<file path="config.mk">
export PLATFORM = sky130hd
export DESIGN_NAME = erc_engine_flat
export DESIGN_NICKNAME = d
export VERILOG_FILES = /design/src/sv/erc_pkg.sv /design/src/sv/erc_if.sv /design/src/sv/erc_engine.sv /design/src/flat_wrapper.sv
export SDC_FILE = /design/constraint.sdc
export NUM_CORES = 1
export LEC_CHECK = 0
export BUFFER_PORTS_ARGS = -buffer_cell sky130_fd_sc_hd__buf_2
export CORE_ASPECT_RATIO = 1.4
export CORE_MARGIN = 3
export CORE_UTILIZATION = 40
export DETAILED_ROUTE_END_ITERATION = 16
export MAX_ROUTING_LAYER = met4
export SYNTH_ARGS = -nofsm -noshare
export SYNTH_HDL_FRONTEND = slang
export SYNTH_SLANG_ARGS = --single-unit
export TNS_END_PERCENT = 10
</file>
<file path="constraint.sdc">
create_clock -name clk -period 20.9 [get_ports clk]
set_input_delay 1.045 -clock clk [delete_from_list [all_inputs] [get_ports clk]]
set_output_delay 1.045 -clock clk [all_outputs]
set_load 0.1 [all_outputs]
</file>
<file path="src/sv/erc_pkg.sv">
// erc_pkg: shared types, codes and sizing for the event-to-record index cursor
// no dependencies; compile first

package erc_pkg;

  // table sizing
  localparam int MAX_RECORDS = 256;
  localparam int REC_W       = $clog2(MAX_RECORDS);
  localparam int CNT_W       = $clog2(MAX_RECORDS + 1);
  localparam int DATA_W      = 32;

  typedef logic [REC_W-1:0]  rec_idx_t;
  typedef logic [CNT_W-1:0]  rec_cnt_t;
  typedef logic [DATA_W-1:0] data_t;

  // action codes of a command beat
  typedef enum logic [2:0] {
    ACT_CLEAR   = 3'd0,
    ACT_APPEND  = 3'd1,
    ACT_RESET   = 3'd2,
    ACT_ADVANCE = 3'd3,
    ACT_RETREAT = 3'd4,
    ACT_SEEK    = 3'd5
  } action_t;

  // status codes of a response beat
  typedef enum logic [1:0] {
    ST_OK    = 2'd0,
    ST_LIMIT = 2'd1,
    ST_RANGE = 2'd2,
    ST_FULL  = 2'd3
  } status_t;

  // engine sequencer states
  typedef enum logic [1:0] {
    FSM_IDLE,
    FSM_EXEC,
    FSM_SEARCH,
    FSM_EMIT
  } fsm_t;

  // totals memory access
  typedef struct packed {
    logic     we;
    rec_idx_t waddr;
    data_t    wdata;
    rec_idx_t raddr;
  } ram_req_t;

  // one response beat
  typedef struct packed {
    data_t       event_number;
    logic [7:0]  record_number;
    data_t       record_offset;
    logic        record_changed;
    status_t     status;
    data_t       total_events;
    logic        can_advance;
    logic        can_retreat;
  } result_t;

endpackage

</file>
<file path="src/sv/erc_if.sv">
// erc_if: valid/ready channel interfaces for command and response beats
// depends on nothing; payload fields carry fixed widths

interface erc_in_if;
  logic        valid;
  logic        ready;
  logic [2:0]  action;
  logic [31:0] value;

  modport source (output valid, output action, output value, input ready);
  modport sink   (input valid, input action, input value, output ready);
endinterface


</file>
<file path="src/sv/erc_engine.sv">
// erc_engine: action sequencer, cursor state and binary search over the totals
// depends on erc_pkg and erc_in_if; drives the totals ram through ram_req_t

module erc_engine import erc_pkg::*; (
  input  logic     clk,
  input  logic     rst,
  erc_in_if.sink   cmd,
  output ram_req_t ram_req,
  input  data_t    ram_rdata,
  input  logic     slot_free,
  output logic     emit,
  output result_t  result
);

  fsm_t     fsm, fsm_next;
  action_t  act, act_next;
  data_t    val, val_next;
  rec_idx_t old_record, old_record_next;
  data_t    cur_event, cur_event_next;
  rec_idx_t cur_record, cur_record_next;
  data_t    cur_offset, cur_offset_next;
  rec_cnt_t held, held_next;
  data_t    total, total_next;
  status_t  status, status_next;
  data_t    tgt, tgt_next;
  rec_idx_t lo, lo_next;
  rec_idx_t hi, hi_next;
  data_t    lo_start, lo_start_next;

  logic            start_seek;
  data_t           seek_tgt;
  logic [DATA_W:0] sum_wide;
  logic [DATA_W:0] next_event_wide;
  logic            table_full;
  rec_idx_t        mid;

  // upper midpoint of a search window
  function automatic rec_idx_t mid_of(rec_idx_t l, rec_idx_t h);
    logic [REC_W:0] span;
    span = {1'b0, h} - {1'b0, l} + (REC_W + 1)'(1);
    return l + span[REC_W:1];
  endfunction

  assign sum_wide        = {1'b0, total} + {1'b0, val};
  assign next_event_wide = {1'b0, cur_event} + (DATA_W + 1)'(1);
  assign table_full      = (held == CNT_W'(MAX_RECORDS));
  assign mid             = mid_of(lo, hi);

  // state registers
  always_ff @(posedge clk) begin
    if (rst) begin
      fsm        <= FSM_IDLE;
      held       <= '0;
      total      <= '0;
      cur_event  <= '0;
      cur_record <= '0;
      cur_offset <= '0;
    end else begin
      fsm        <= fsm_next;
      held       <= held_next;
      total      <= total_next;
      cur_event  <= cur_event_next;
      cur_record <= cur_record_next;
      cur_offset <= cur_offset_next;
    end
  end

  // per-item working registers
  always_ff @(posedge clk) begin
    act        <= act_next;
    val        <= val_next;
    old_record <= old_record_next;
    status     <= status_next;
    tgt        <= tgt_next;
    lo         <= lo_next;
    hi         <= hi_next;
    lo_start   <= lo_start_next;
  end

  // sequencer
  always_comb begin
    fsm_next        = fsm;
    act_next        = act;
    val_next        = val;
    old_record_next = old_record;
    cur_event_next  = cur_event;
    cur_record_next = cur_record;
    cur_offset_next = cur_offset;
    held_next       = held;
    total_next      = total;
    status_next     = status;
    tgt_next        = tgt;
    lo_next         = lo;
    hi_next         = hi;
    lo_start_next   = lo_start;
    start_seek      = 1'b0;
    seek_tgt        = '0;
    cmd.ready       = 1'b0;
    emit            = 1'b0;
    ram_req.we      = 1'b0;
    ram_req.waddr   = held[REC_W-1:0];
    ram_req.wdata   = sum_wide[DATA_W-1:0];

    case (fsm)
      FSM_IDLE: begin
        // no beat is taken while reset is held
        cmd.ready = !rst;
        if (cmd.valid && !rst) begin
          act_next        = action_t'(cmd.action);
          val_next        = cmd.value;
          old_record_next = cur_record;
          fsm_next        = FSM_EXEC;
        end
      end

      FSM_EXEC: begin
        status_next = ST_OK;
        fsm_next    = FSM_EMIT;
        case (act)
          ACT_CLEAR: begin
            held_next       = '0;
            total_next      = '0;
            cur_event_next  = '0;
            cur_record_next = '0;
            cur_offset_next = '0;
          end
          ACT_APPEND: begin
            if (table_full || sum_wide[DATA_W]) begin
              status_next = ST_FULL;
            end else begin
              ram_req.we = 1'b1;
              held_next  = held + CNT_W'(1);
              total_next = sum_wide[DATA_W-1:0];
            end
          end
          ACT_RESET: begin
            if (total == '0) begin
              cur_event_next  = '0;
              cur_record_next = '0;
              cur_offset_next = '0;
              status_next     = ST_LIMIT;
            end else begin
              start_seek = 1'b1;
            end
          end
          ACT_ADVANCE: begin
            if (next_event_wide >= {1'b0, total}) begin
              status_next = ST_LIMIT;
            end else begin
              start_seek = 1'b1;
              seek_tgt   = next_event_wide[DATA_W-1:0];
            end
          end
          ACT_RETREAT: begin
            if (cur_event == '0) begin
              status_next = ST_LIMIT;
            end else begin
              start_seek = 1'b1;
              seek_tgt   = cur_event - DATA_W'(1);
            end
          end
          ACT_SEEK: begin
            if (val >= total) begin
              status_next = ST_RANGE;
            end else begin
              start_seek = 1'b1;
              seek_tgt   = val;
            end
          end
          default: begin
          end
        endcase
        // every move lands on the last record whose start is not above the target
        if (start_seek) begin
          tgt_next      = seek_tgt;
          lo_next       = '0;
          hi_next       = REC_W'(held - CNT_W'(1));
          lo_start_next = '0;
          fsm_next      = FSM_SEARCH;
        end
      end

      FSM_SEARCH: begin
        if (lo < hi) begin
          // read data is the start of record mid, i.e. total of mid - 1
          if (ram_rdata <= tgt) begin
            lo_next       = mid;
            lo_start_next = ram_rdata;
          end else begin
            hi_next = mid - REC_W'(1);
          end
        end else begin
          cur_record_next = lo;
          cur_event_next  = tgt;
          cur_offset_next = tgt - lo_start;
          fsm_next        = FSM_EMIT;
        end
      end

      FSM_EMIT: begin
        emit = slot_free;
        if (slot_free) begin
          fsm_next = FSM_IDLE;
        end
      end

      default: begin
        fsm_next = FSM_IDLE;
      end
    endcase

    // read address follows the next search window so each probe finds its data ready
    ram_req.raddr = mid_of(lo_next, hi_next) - REC_W'(1);
  end

  // response beat from the updated cursor
  always_comb begin
    result.event_number   = cur_event;
    result.record_number  = 8'(cur_record);
    result.record_offset  = cur_offset;
    result.record_changed = (cur_record != old_record);
    result.status         = status;
    result.total_events   = total;
    result.can_advance    = (next_event_wide < {1'b0, total});
    result.can_retreat    = (cur_event != '0);
  end

endmodule

</file>
<file path="src/flat_wrapper.sv">
// flat-port wrapper written by rule: the top's interface ports become plain ports
module erc_engine_flat import erc_pkg::*;
  (clk, rst, ram_req, ram_rdata, slot_free, emit, result, cmd_valid, cmd_action, cmd_value, cmd_ready);
  erc_in_if cmd_i ();
  input  logic clk;
  input  logic rst;
  output ram_req_t ram_req;
  input  data_t ram_rdata;
  input  logic slot_free;
  output logic emit;
  output result_t result;
  input wire logic [$bits(cmd_i.valid)-1:0] cmd_valid;
  input wire logic [$bits(cmd_i.action)-1:0] cmd_action;
  input wire logic [$bits(cmd_i.value)-1:0] cmd_value;
  output wire logic [$bits(cmd_i.ready)-1:0] cmd_ready;
  assign cmd_i.valid = cmd_valid;
  assign cmd_i.action = cmd_action;
  assign cmd_i.value = cmd_value;
  assign cmd_ready = cmd_i.ready;
  erc_engine u_core (.clk(clk), .rst(rst), .cmd(cmd_i), .ram_req(ram_req), .ram_rdata(ram_rdata), .slot_free(slot_free), .emit(emit), .result(result));
endmodule
</file>
==> reports/results.tsv, run 1 <==
stage	metric	value	unit
sta	setup TNS	0	ns
sta	final setup vio count	0	
sta	Highest Clock Rate	96.8	MHz
routing	DRC	0	
clock_tree	post-CTS setup buffer count	0	
yosys	biggest area consumer among synthesized cells	edfxtp_1	
yosys	top cells by area, synth	edfxtp_1 (18%), ha_1 (15%), dfxtp_1 (15%)	
placement	buffers added on ports	230	
floorplanning	core box area	44100	sq um
yosys	Synth Area in Adders	0.161	
yosys	mux contribution to synthesized area	0.00168	
sta	RSZ-0062 raised after global routing	no	
yosys	EDFF count, synth	109	
sta	crit share post-route	0.494	
setup_path	r2r worst-path depth	18	
placement	post-placement setup slack	11.07	ns
setup_path	CP startpoint	u_core.cur_event[2]	
grt	vias in the first global route	14945	
grt	GRT Util Overall	0.219	
yosys	Synth Area in Compound Gates	0.178	
min_path	hold path cells	2	
grt	GRT Max-Usage Layer	met2	
status	status	finished, final reports clean	
yosys	synth cell count leaders	ha_1 (220), inv_1 (197), a21oi_1 (192)	
yosys	sequential share of the synthesized area	0.330	
clock_tree	clk_lat worst skew	0.55	ns
sta	Max Slew Vio Count	0	
clock_tree	cts hold-fix bufs	0	
setup_path	CP Data Required Time	19.85	ns
clock_tree	clk buf depth	3	
cells_and_area	nets	2534	
floorplanning	die area	47300	sq um
placement	RD Place Congestion	0.928	
setup_path	Worst Setup End Kind	primary output	
grt	grt total ovfl	0	
setup_path	peak fanout along the critical path	36	
setup_path	WP data arrival	9.28	ns
routing	routed length per instance	18.5	microns
setup_path	slowest stage cell, crit path	o41ai_4	
yosys	flops & latches, synth	240	
yosys	Synth Flop Type	dfxtp_1	
grt	initial antenna violation count	0	
sta	Final WS setup	10.57	ns
sta	Hold WS	0.448	ns
yosys	mean area per synthesized cell	8.64	sq um
grt	met1 GRT Util	0.284	
routing	DR vias	15467	
min_path	hold wc startpoint	u_core.cur_offset[11]	
placement	post-detail-place hpwl	40.8	mm
sta	Hold Vio Cnt, Final	0	
clock_tree	Num CTS Buffers	26	
grt	first-pass GRT wire length	81.6	mm
grt	GR Layer Usage met3	0.0242	
setup_path	most frequent CP cell	ha_1	
cells_and_area	# diodes	0	
grt	largest net degree at the start of global routing	65	
sta	Tmin final	10.33	ns
job	max-cap violation count	0	
routing	1st-iter DRT viols	938	
clock_tree	CTS H-Tree Depth	1	
setup_path	Worst Path Class, Setup	reg -> out	
routing	number of routed nets with antenna violations	0	
sta	Worst slew margin	0.177	
yosys	largest family of logic cells by synthesized area	simple AND/OR/NAND/NOR gates	
sta	Setup Skew	0.0107	ns
yosys	Simple-Gate Fraction of Synth Area	0.182	
yosys	share of the synthesized area in the top cell type	0.183	
cells_and_area	share of cells above drive strength 1	0.144	
sta	actual slew at the worst max-slew pin	1.23	ns
floorplanning	Die Y	256	microns
floorplanning	IO Count	231	
yosys	YS warnings	0	
yosys	net count after synthesis	2367	
yosys	Synth Area in XOR/XNOR	0.0798	
setup_path	CP Launch Type	flop	
setup_path	CP peak stage delay	0.69	ns
min_path	WHS Endpoint	u_core.cur_offset[11]	
yosys	cells after synthesis	2070	
yosys	most frequent cell after synthesis	ha_1	
routing	DR vias/cell	5.49	
floorplanning	die width	185	microns
clock_tree	CTS tree	yes	
yosys	Mapped Area	17900	sq um
yosys	synth unique cells	89	
floorplanning	Rows	91	
floorplanning	Initial Utilization	0.406	
min_path	HP Class	reg -> reg	
clock_tree	Root Buffer	clkbuf_16	
routing	TritonRoute pass-1 iters	5	
setup_path	R2R Path Start	u_core.cur_event[2]	
clock_tree	cts repair resizes	0	
yosys	FFs w/ async S/R, synth	0	
clock_tree	CTS Sinks	240	
clock_tree	Reg clk slew, reported paths	0.06	ns
setup_path	Critical R2R Capture	u_core.hi[0]	
cells_and_area	area delta synth->final	13.7	%
routing	Post-Route WL	52.1	mm
setup_path	R2R setup slack	15.30	ns
grt	met2 Use GR	0.361	
[per-layer routing]
layer,part of all wire,routed length [microns],vias to the layer above
met2,0.47,24500,447
met5,0,0,-
met1,0.45,23200,7258
li1,-,-,7688
met4,0.030,1580,0
met3,0.054,2810,74
[registers in the layout, indices dropped and copies added (netlist names)]
| register | cells |
|---|---|
| u_core.lo_start | 32 |
| u_core.fsm | 2 |
| u_core.total | 32 |
| u_core.cur_event | 32 |
| u_core.cur_record | 8 |
| u_core.held | 9 |
| u_core.cur_offset | 32 |
| u_core.val | 32 |
| u_core.hi | 8 |
| u_core.status | 2 |
| u_core.old_record | 8 |
| u_core.act | 3 |
| u_core.lo | 8 |
| u_core.tgt | 32 |
[placed cells by master, fill, tap and decap left out, types with 11 or more instances in the layout]
cell type and count:
a211oi_1 14, a21o_1 19, a21oi_1 191, a221o_1 25
a22o_1 24, a22oi_1 16, and2_1 35, and3_1 12
buf_2 229, buf_4 13, clkbuf_16 32, dfxtp_1 131
edfxtp_1 109, ha_1 219, inv_1 197, nand2_1 183
nand2b_1 20, nand3_1 111, nand4_1 31, nor2_1 128
nor2b_1 24, nor3_1 29, nor4_1 33, o21ai_0 57
o21bai_1 29, or3_1 11, xnor2_1 107, xor2_1 54
[cell type report]
| class | instances | area (sq um) |
|---|---|---|
| Clock buffer | 40 | 851 |
| Timing Repair Buffer | 242 | 1240 |
| Fill cell | 4314 | 23700 |
| Inverter | 202 | 758 |
| Sequential cell | 240 | 5900 |
| Multi-Input combinational cell | 1525 | 10800 |
| Clock inverter | 8 | 60.1 |
| Tap cell | 558 | 698 |
[logic make-up (layout without fill, tap and decap cells)]
family | after synthesis | after routing
xor gates and xnor gates | 162 | 162
adders and majority gates | 226 | 226
DFF | 240 | 240
and+or+nand+nor | 657 | 657
muxes | 3 | 3
AOI/OAI and AO/OA | 477 | 477
buffers and inverters | 305 | 492
[how the worst max path moves through the flow]
stage,to,cells past startpoint
floorplan,ram_req[7],34
global placement,ram_req[7],36
detailed placement,ram_req[7],34
CTS,ram_req[7],34
global route,ram_req[7],34
finish,ram_req[7],36
[stage by stage]
stage / util / area (sq um) / instances
2_1_floorplan: - / 17900 / 2070
3_3_place_gp: 0.441 / 19400 / 2767
3_5_place_dp: 0.441 / 19400 / 2767
4_1_cts: 0.461 / 20300 / 2815
5_1_grt: 0.461 / 20300 / 2815
6_report: 0.461 / 20300 / 2815
[worst max-delay path: cells and delay by family (launching register included)]
family / cells / cell delay [ns]
compound gates: 9 / 2.52
simple gates: 11 / 2.43
fa+ha+maj: 6 / 1.64
buf+inv: 5 / 0.90
xor+xnor: 5 / 0.67
flops: 1 / 0.57
Power of run 1 is left out: the tool's default activity adds up to more than one toggle a clock period on the data nets, which glitch-free logic cannot reach.
==> run 2, diff against run 1 <==
==> constraint.sdc (replaced) <==
create_clock -name clk -period 10.45 [get_ports clk]
set_input_delay 0.5225 -clock clk [delete_from_list [all_inputs] [get_ports clk]]
set_output_delay 0.5225 -clock clk [all_outputs]
set_load 0.1 [all_outputs]
==> run 2 against run 1 <==
Effect of this change: clock skew up 0.0032 ns; critical path depth is 2 lower; die area unchanged; via count rose by 0.76%; utilization fell by 0.13 points; first-iteration DRC count up 2.9%.
==> reports/results.tsv, run 2 (same netlist as run 1, synthesis figures left out) <==
stage	metric	value	unit	change
cells_and_area	share of cells above drive strength 1	0.145		+0.000507
min_path	hold path cells	1		-1
setup_path	R2R setup slack	4.82	ns	-10.48 ns
setup_path	peak fanout along the critical path	37		+2.8%
grt	vias in the first global route	15209		+1.8%
routing	Post-Route WL	52.7	mm	+1.1%
sta	RSZ-0062 raised after global routing	no		
clock_tree	Reg clk slew, reported paths	0.06	ns	about the same
clock_tree	Root Buffer	clkbuf_16		
setup_path	Worst Setup End Kind	primary output		
grt	first-pass GRT wire length	83.0	mm	+1.7%
cells_and_area	multi-input logic area	10800	sq um	about the same
sta	final setup vio count	0		unchanged
setup_path	Critical R2R Capture	u_core.lo_start[12]		
cells_and_area	most frequent cells in the layout	buf_2 (229), ha_1 (219), inv_1 (197), a21oi_1 (191), nand2_1 (183)		
sta	Tmin final	9.68	ns	
status	status	finished, final reports clean		
setup_path	slowest stage cell, crit path	dfxtp_1		
cells_and_area	FF/Latch Area	5900	sq um	unchanged
floorplanning	Rows	91		unchanged
grt	largest net degree at the start of global routing	66		+1.5%
floorplanning	core box area	44100	sq um	unchanged
sta	Worst slew margin	0.203		+0.0257
routing	DRC	0		unchanged
routing	number of routed nets with antenna violations	0		unchanged
grt	grt total ovfl	0		unchanged
setup_path	Worst Path Class, Setup	reg -> out		
cells_and_area	# fillers	4308		-0.14%
floorplanning	Initial Utilization	0.406		unchanged
job	max-cap violation count	0		unchanged
routing	1st-iter DRT viols	965		+2.9%
setup_path	CP Launch Type	flop		
cells_and_area	area delta synth->final	13.4	%	
cells_and_area	# diodes	0		unchanged
clock_tree	post-CTS setup buffer count	0		unchanged
routing	DR vias	15585		+0.76%
setup_path	WP data arrival	9.16	ns	-0.12 ns
grt	initial antenna violation count	0		unchanged
routing	TritonRoute pass-1 iters	5		unchanged
clock_tree	CTS tree	yes		
placement	RD Place Congestion	0.902		-2.8%
sta	Highest Clock Rate	103	MHz	
floorplanning	IO Count	231		unchanged
floorplanning	die area	47300	sq um	unchanged
min_path	hold wc startpoint	cmd_value[14]		
placement	buffers added on ports	230		unchanged
setup_path	CP peak stage delay	0.52	ns	-0.17 ns
routing	routed length per instance	18.7	microns	+1.2%
setup_path	CP Data Required Time	9.93	ns	-9.92 ns
placement	post-detail-place hpwl	41.2	mm	+0.86%
cells_and_area	commonest non-fill, non-tap cell in the layout	buf_2		
sta	Max Slew Vio Count	0		unchanged
floorplanning	Die Y	256	microns	unchanged
setup_path	R2R Path Start	u_core.cur_event[0]		
sta	Hold Vio Cnt, Final	0		unchanged
cells_and_area	nets	2534		unchanged
min_path	HP Class	in -> reg		
clock_tree	clk buf depth	3		unchanged
grt	GRT Util Overall	0.224		+0.00479
min_path	WHS Endpoint	u_core.val[14]		
sta	crit share post-route	0.926		
setup_path	r2r worst-path depth	15		-3
sta	Setup Skew	0.0140	ns	+0.00325 ns
floorplanning	die width	185	microns	unchanged
sta	setup TNS	0	ns	unchanged
clock_tree	CTS Sinks	240		unchanged
setup_path	Top delay family on crit path	simple AND/OR/NAND/NOR gates		
sta	actual slew at the worst max-slew pin	1.20	ns	-0.0292 ns
setup_path	crit path buf inv count	4		-1
clock_tree	CTS H-Tree Depth	1		unchanged
clock_tree	clk_lat worst skew	0.55	ns	about the same
clock_tree	Num CTS Buffers	26		unchanged
routing	DR vias/cell	5.54		+0.80%
## run 2: metal layers
metal	vias to the layer above	wire length, microns	global-route usage
met5	-	0	-
met4	0	2050	0.0834
met3	89	3030	0.0246
met2	487	24600	0.362
met1	7330	23000	0.289
li1	7679	-	-
## run 2: what timing repair did
| item | in CTS | in global routing |
|---|---|---|
| endpoints found under the hold margin | 0 | 0 |
| hold buffers | 0 | 0 |
| resized for setup | 0 | 4 |
| endpoints found under the setup margin | 0 | 1 |
## run 2: per-stage QoR
stage          hold WS, ns  utilization  cell area (sq um)  setup slack (ns)  cells
6_report             0.143        0.460              20300             0.769   2814
5_1_grt              0.119        0.460              20300            0.0246   2814
4_1_cts              0.112        0.460              20300             0.406   2814
3_5_place_dp         0.442        0.441              19400              1.06   2767
3_3_place_gp         0.439        0.441              19400              1.30   2767
2_1_floorplan        0.448            -              17900             0.767   2070
## run 2: worst max-delay path by stage
stage	to	slack, ns	depth (start not counted)	from
5_1_grt	ram_req[7]	0.02	34	u_core.cur_event[0]
6_report	ram_req[7]	0.77	34	u_core.cur_event[0]
3_5_place_dp	ram_req[7]	1.06	34	u_core.cur_event[0]
2_1_floorplan	ram_req[7]	0.77	34	u_core.cur_event[1]
3_3_place_gp	ram_req[7]	1.30	36	u_core.cur_event[0]
4_1_cts	ram_req[7]	0.41	36	u_core.cur_event[0]
## run 2: cell type report
| cell class | count | share of cell area |
|---|---|---|
| multi-input cells | 1525 | 0.534 |
| flip-flops and latches | 240 | 0.291 |
| repair buffers | 242 | 0.0614 |
| clock buffers | 40 | 0.0398 |
| inverters | 202 | 0.0375 |
| well taps | 558 | 0.0344 |
| clock inverters | 7 | 0.00222 |
## run 2: worst register-to-register path, cell delays in order, from the launching register on
cell and delay (ns):
dfxtp_1 0.52, ha_1 0.26, and3_1 0.31, and4_1 0.43
nor2b_1 0.42, nand3_1 0.15, xnor2_1 0.25, ha_1 0.29
nand4_1 0.14, nor3_1 0.08, a2111oi_1 0.50, a21boi_1 0.25
nor3_4 0.21, buf_4 0.40, nor3_2 0.15, a21oi_4 0.86
Power of run 2 is left out for the same reason.
